--- src/rtl/set_assoc_icache_tag_lru_defines.svh ---
// ---------------------------------------------------------------------------
// Assertion macros for the set-associative tag store with LRU.
// Shared helpers for concurrent checks on clk_i with reset rst_ni.
// ---------------------------------------------------------------------------
`ifndef SET_ASSOC_ICACHE_TAG_LRU_DEFINES_SVH
`define SET_ASSOC_ICACHE_TAG_LRU_DEFINES_SVH

// Same-cycle implication, checked outside reset.
`define SATL_ASSERT_NOW(label, ante, cons, msg) \
  label: assert property (@(posedge clk_i) disable iff (!rst_ni) (ante) |-> (cons)) \
    else $error(msg);

// Next-cycle implication, checked outside reset.
`define SATL_ASSERT_NEXT(label, ante, cons, msg) \
  label: assert property (@(posedge clk_i) disable iff (!rst_ni) (ante) |=> (cons)) \
    else $error(msg);

`endif

--- src/rtl/satl_pkg.sv ---
// ---------------------------------------------------------------------------
// satl_pkg
// Shared constants and controller/datapath interface types of the tag store.
// ---------------------------------------------------------------------------
`default_nettype none

package satl_pkg;

  localparam int unsigned NUM_SETS_DEF         = 64;
  localparam int unsigned NUM_WAYS_DEF         = 4;
  localparam int unsigned LINE_OFFSET_BITS_DEF = 5;

  localparam int unsigned ADDR_W       = 32;
  localparam int unsigned PENALTY_W    = 8;
  localparam int unsigned WAY_FIELD_W  = 2;
  localparam int unsigned OUT_TDATA_W  = 16;

  localparam logic [PENALTY_W-1:0] MISS_PENALTY_RST = 8'd50;

  // Commands from the controller; at most one is active in a cycle.
  typedef struct packed {
    logic clear;   // write an all-zero row during the post-reset sweep
    logic load;    // capture the address and read its set
    logic update;  // write back the set and load the result register
  } satl_cmd_t;

  typedef struct packed {
    logic clear_last;  // the sweep is at the last set
  } satl_sts_t;

endpackage

`default_nettype wire

--- src/rtl/satl_ctrl.sv ---
// ---------------------------------------------------------------------------
// satl_ctrl
// Controller: post-reset sweep, lookup sequencing and output handshake.
// ---------------------------------------------------------------------------
`default_nettype none
`include "set_assoc_icache_tag_lru_defines.svh"

module satl_ctrl (
  input  wire logic                clk_i,
  input  wire logic                rst_ni,
  input  wire logic                s_valid_i,
  output      logic                s_ready_o,
  output      logic                m_valid_o,
  input  wire logic                m_ready_i,
  output      satl_pkg::satl_cmd_t cmd_o,
  input  wire satl_pkg::satl_sts_t sts_i
);
  import satl_pkg::*;

  typedef enum logic [1:0] {
    ST_CLEAR,
    ST_IDLE,
    ST_LOOKUP
  } state_e;

  state_e state_q;
  state_e state_d;
  logic   m_valid_q;
  logic   m_valid_d;
  logic   out_free;

  assign out_free  = !m_valid_q || m_ready_i;
  assign s_ready_o = (state_q == ST_IDLE);
  assign m_valid_o = m_valid_q;

  always_comb begin
    state_d      = state_q;
    cmd_o        = '0;
    m_valid_d    = m_valid_q && !m_ready_i;
    case (state_q)
      ST_CLEAR: begin
        cmd_o.clear = 1'b1;
        if (sts_i.clear_last) begin
          state_d = ST_IDLE;
        end
      end
      ST_IDLE: begin
        if (s_valid_i) begin
          cmd_o.load = 1'b1;
          state_d    = ST_LOOKUP;
        end
      end
      ST_LOOKUP: begin
        // Hold the read row until the result register can take the new result.
        if (out_free) begin
          cmd_o.update = 1'b1;
          m_valid_d    = 1'b1;
          state_d      = ST_IDLE;
        end
      end
      default: begin
        state_d = ST_CLEAR;
      end
    endcase
  end

  always_ff @(posedge clk_i or negedge rst_ni) begin
    if (!rst_ni) begin
      state_q   <= ST_CLEAR;
      m_valid_q <= 1'b0;
    end else begin
      state_q   <= state_d;
      m_valid_q <= m_valid_d;
    end
  end

  `SATL_ASSERT_NOW(a_cmd_excl, 1'b1, $onehot0({cmd_o.clear, cmd_o.load, cmd_o.update}),
                   "controller issued more than one command")
  `SATL_ASSERT_NEXT(a_update_shows, cmd_o.update, m_valid_o,
                    "result not presented after update")
  `SATL_ASSERT_NEXT(a_load_busy, cmd_o.load, !s_ready_o,
                    "input accepted again during a lookup")
  `SATL_ASSERT_NOW(a_clear_quiet, cmd_o.clear, !m_valid_o && !s_ready_o,
                   "transaction activity during the clearing sweep")

endmodule

`default_nettype wire
--- config.mk ---
export PLATFORM = sky130hd
export DESIGN_NAME = satl_ctrl
export DESIGN_NICKNAME = d
export VERILOG_FILES = /design/src/rtl/satl_pkg.sv /design/src/rtl/satl_ctrl.sv
export VERILOG_INCLUDE_DIRS = /design/src /design/src/rtl
export SDC_FILE = /design/constraint.sdc
export NUM_CORES = 1
export LEC_CHECK = 0
export BUFFER_PORTS_ARGS = -buffer_cell sky130_fd_sc_hd__buf_4
export CAP_MARGIN = 20
export CORE_AREA = 2 2 39 41
export CTS_CLUSTER_DIAMETER = 30
export DETAILED_ROUTE_END_ITERATION = 10
export DIE_AREA = 0 0 41 43
export RECOVER_POWER = 100
export SYNTH_ARGS = -nofsm -noshare
export SYNTH_HDL_FRONTEND = slang
export SYNTH_SLANG_ARGS = --single-unit
--- constraint.sdc ---
create_clock -name clk_i -period 1.16 [get_ports clk_i]
set_clock_uncertainty 0.2 [all_clocks]
set_input_delay 0.232 -clock clk_i [delete_from_list [all_inputs] [get_ports clk_i]]
set_output_delay 0.232 -clock clk_i [all_outputs]
set_load 0.02 [all_outputs]
==> flow_metrics.env <==
export IMPL_status="finished with violations"
export IMPL_violations="hold timing, setup timing"
export IMPL_internal_power_mw=0.546
export IMPL_grt_pass1_wl_um=600
export IMPL_arrival_ns=1.04
export IMPL_path_class="reg -> out"
export IMPL_cts_root_buffer="clkbuf_4"
export IMPL_hold_viol=1
export IMPL_start_util_pct=11.0
export IMPL_grt_max_degree=6
export IMPL_via_per_inst=3.53
export IMPL_cts_tree="done"
export IMPL_drv_cap=0
export IMPL_dieArea_um2=1760
export IMPL_syn_inst=16
export IMPL_synth_area_um2=153
export IMPL_final_period_utilization_pct=127
export IMPL_swShare_pct=38.4
export IMPL_synth_cell_type_count=11
export IMPL_ys_seq_area_share_pct=49.2
export IMPL_dp_cells=43
export IMPL_synthSimpleGateAreaFrac_pct=21.3
export IMPL_slowest_delay_ns=0.43
export IMPL_dp_hpwl_um=333
export IMPL_ys_flop_type="dfrtp_1"
export IMPL_power_switching_mw=0.340
export IMPL_grt_antenna_before_repair=0
export IMPL_setup_worst_path_start="state_q[1]"
export IMPL_gp_congestion=0.596
export IMPL_drc=0
export IMPL_cpMaxStageDelayCell="dfrtp_2"
export IMPL_synth_edf_count=0
export IMPL_yosysWarnings=0
export IMPL_fin_crit_ns=1.47
export IMPL_crit_path_max_fanout=5
export IMPL_synth_top_area_share_pct=49.2
export IMPL_hold_buffers=2
export IMPL_drtIter0Drc=1
export IMPL_clk_pin_slew_ns=0.04
export IMPL_die_y_um=43
export IMPL_pin_count=10
export IMPL_p_per_area_nw_per_um2=2610
export IMPL_post_drt_wl_per_cell_um=8.61
export IMPL_ys_ff_latch=3
export IMPL_ff2ff_path_depth=2
export IMPL_whs_endpoint="state_q[0]"
export IMPL_cp_top_family="flip-flops"
export IMPL_fmax_mhz=679
export IMPL_r2r_start="state_q[1]"
export IMPL_p_leak_nw=0.169
export IMPL_pwr_share_seq_pct=24.8
export IMPL_min_from="s_valid_i"
export IMPL_grt_overflow_total=0
export IMPL_power_frac_comb_pct=55.1
export IMPL_clk_latency_ns=0.23
export IMPL_row_count=14
export IMPL_regToRegEndpoint="state_q[1]"
export IMPL_relSlewSlack_pct=86.8
export IMPL_synth_top_family_by_area="compound AO/OA/AOI/OAI gates"
export IMPL_cts_sinks=3
export IMPL_grt_total_usage_pct=5.84
export IMPL_io_buffers=9
export IMPL_syn2layout_area_growth_pct=122
export IMPL_critPathBufInv=1
export IMPL_worst_ep_required_time_ns=0.73
export IMPL_synth_top_area_cell="dfrtp_1"
export IMPL_ys_async_sr_fraction_pct=100
export IMPL_worst_slew_pin_slew_ns=0.198
export IMPL_dr_pass1_iters=2
export IMPL_synth_xor_area_share_pct=0
export IMPL_cts_buffers=3
export IMPL_yosys_top_cells_count="dfrtp_1 (3), inv_1 (3), nor2_1 (2)"
export IMPL_coreArea_um2=1380
export IMPL_h_tree_depth=1
export IMPL_grt_pass1_vias=175
export IMPL_wirelength_um=422
export IMPL_synth_compound_gate_area_share_pct=22.1
export IMPL_critPathLaunchType="flip-flop"
export IMPL_dpl_cell_area_um2=269
export IMPL_num_vias=173
export IMPL_max_clock_path_buffers=2
export IMPL_synth_avg_cell_area_um2=9.54
export IMPL_cts_setup_buffers=0
export IMPL_drive_gt1_share_pct=63.6
export IMPL_synth_fa_ha_area_share_pct=0
export IMPL_peakVddDrop_mv=0.520
export IMPL_die_w_um=41
export IMPL_hold_path_class="in -> reg"
export IMPL_fin_nets=39
export IMPL_syn_nets=21
export IMPL_fin_hold_ws_ns=-0.000553
export IMPL_muxShareOfSynthArea_pct=0
export IMPL_rsz0062_at_grt="true"
export IMPL_slew_viol_final=0
export IMPL_pwr_share_clk_pct=20.1
export IMPL_synthTopCellsByArea="dfrtp_1 (49%), inv_1 (7.4%), and3b_2 (6.6%), and3b_1 (5.7%), o32ai_1 (5.7%)"
export IMPL_finalNonFillerCells=49
export IMPL_stdcell_area_um2=339
export IMPL_crit_chain="and3b_2 -> buf_6"
export IMPL_setup_viol=6
export IMPL_ant_nets=0
export IMPL_rrSetupSlack_ns=-0.01
export IMPL_setup_ws_ns=-0.313
export IMPL_worstSetupEndpointType="output pin"
export IMPL_whs_path_depth=2
export IMPL_n_antenna_cell=0
-- layout make-up --
class,count,area (um2)
multi-input combinational,10,93.8
sequential,3,77.6
timing repair buffer,13,110
inverter,3,11.3
tap,16,20.0
clock buffer,4,26.3
fill,147,1040
-- power groups by stage --
stage          Combinational [mW]  Clock (mW)  Sequential (mW)
6_report                    0.489       0.178            0.220
5_1_grt                     0.517       0.195            0.227
4_1_cts                     0.499       0.186            0.220
3_5_place_dp                0.428           0            0.209
3_3_place_gp                0.424           0            0.208
2_1_floorplan               0.203           0            0.226
-- worst register-to-register path: stages, from the launching register on --
cell	delay, ns
dfrtp_2	0.43
and3b_2	0.24
a21o_1	0.18
-- registers in the layout (all words and copies together), names as in the netlist --
signal and flops:
m_valid_o 1, state_q 2
-- metal layers --
metal | routed length [um] | global-route usage [%]
met1 | 170 | 4.87
met2 | 218 | 7.81
met3 | 33 | 3.14
met4 | 0 | 8.00
met5 | 0 | 0
-- metrics by stage --
stage	util (%)	setup WS (ns)	hold WS, ns	TNS [ns]	total power, mW
after global placement	19.4	-0.103	-0.178	-0.262	0.631
after detailed placement	19.4	-0.117	-0.175	-0.285	0.637
after floorplan	-	-0.0197	-0.264	-0.0197	0.430
final	24.5	-0.313	-0.000553	-1.25	0.886
after CTS	24.8	-0.320	-0.00540	-1.31	0.905
after global routing	24.5	-0.352	-0.00319	-1.47	0.940
-- cell families after synthesis --
| group | count (synthesis) |
|---|---|
| AOI/OAI and AO/OA | 5 |
| and+or+nand+nor | 5 |
| DFF | 3 |
| buffers and inverters | 3 |
-- repair_timing --
| action | in CTS | in global routing |
|---|---|---|
| endpoints found under the hold margin | 5 | 1 |
| pin swaps | 2 | 0 |
| gates resized for setup | 7 | 0 |
| setup endpoints to repair | 6 | 7 |
-- worst max path at each step --
stage / to / slack, ns / cells after the start
global placement: cmd_o[0] / -0.10 / 3
floorplan: cmd_o[0] / -0.02 / 2
global route: cmd_o[1] / -0.35 / 2
CTS: cmd_o[1] / -0.32 / 2
detailed placement: cmd_o[0] / -0.12 / 3
finish: cmd_o[1] / -0.31 / 2
-- cells in the final DEF, fill, tap and decap left out, drive strengths merged --
cell type	synthesis	routed
buf	0	9
clkbuf	0	6
inv	3	3
dfrtp	3	3
nor2	2	2
and3b	2	2
dlygate4sd3	0	2
nand2b	1	1
a21oi	1	1
o21ai	1	1
o21bai	1	1
o32ai	1	1
a21o	1	1
Note: power is estimated with default switching activity, not from simulation.
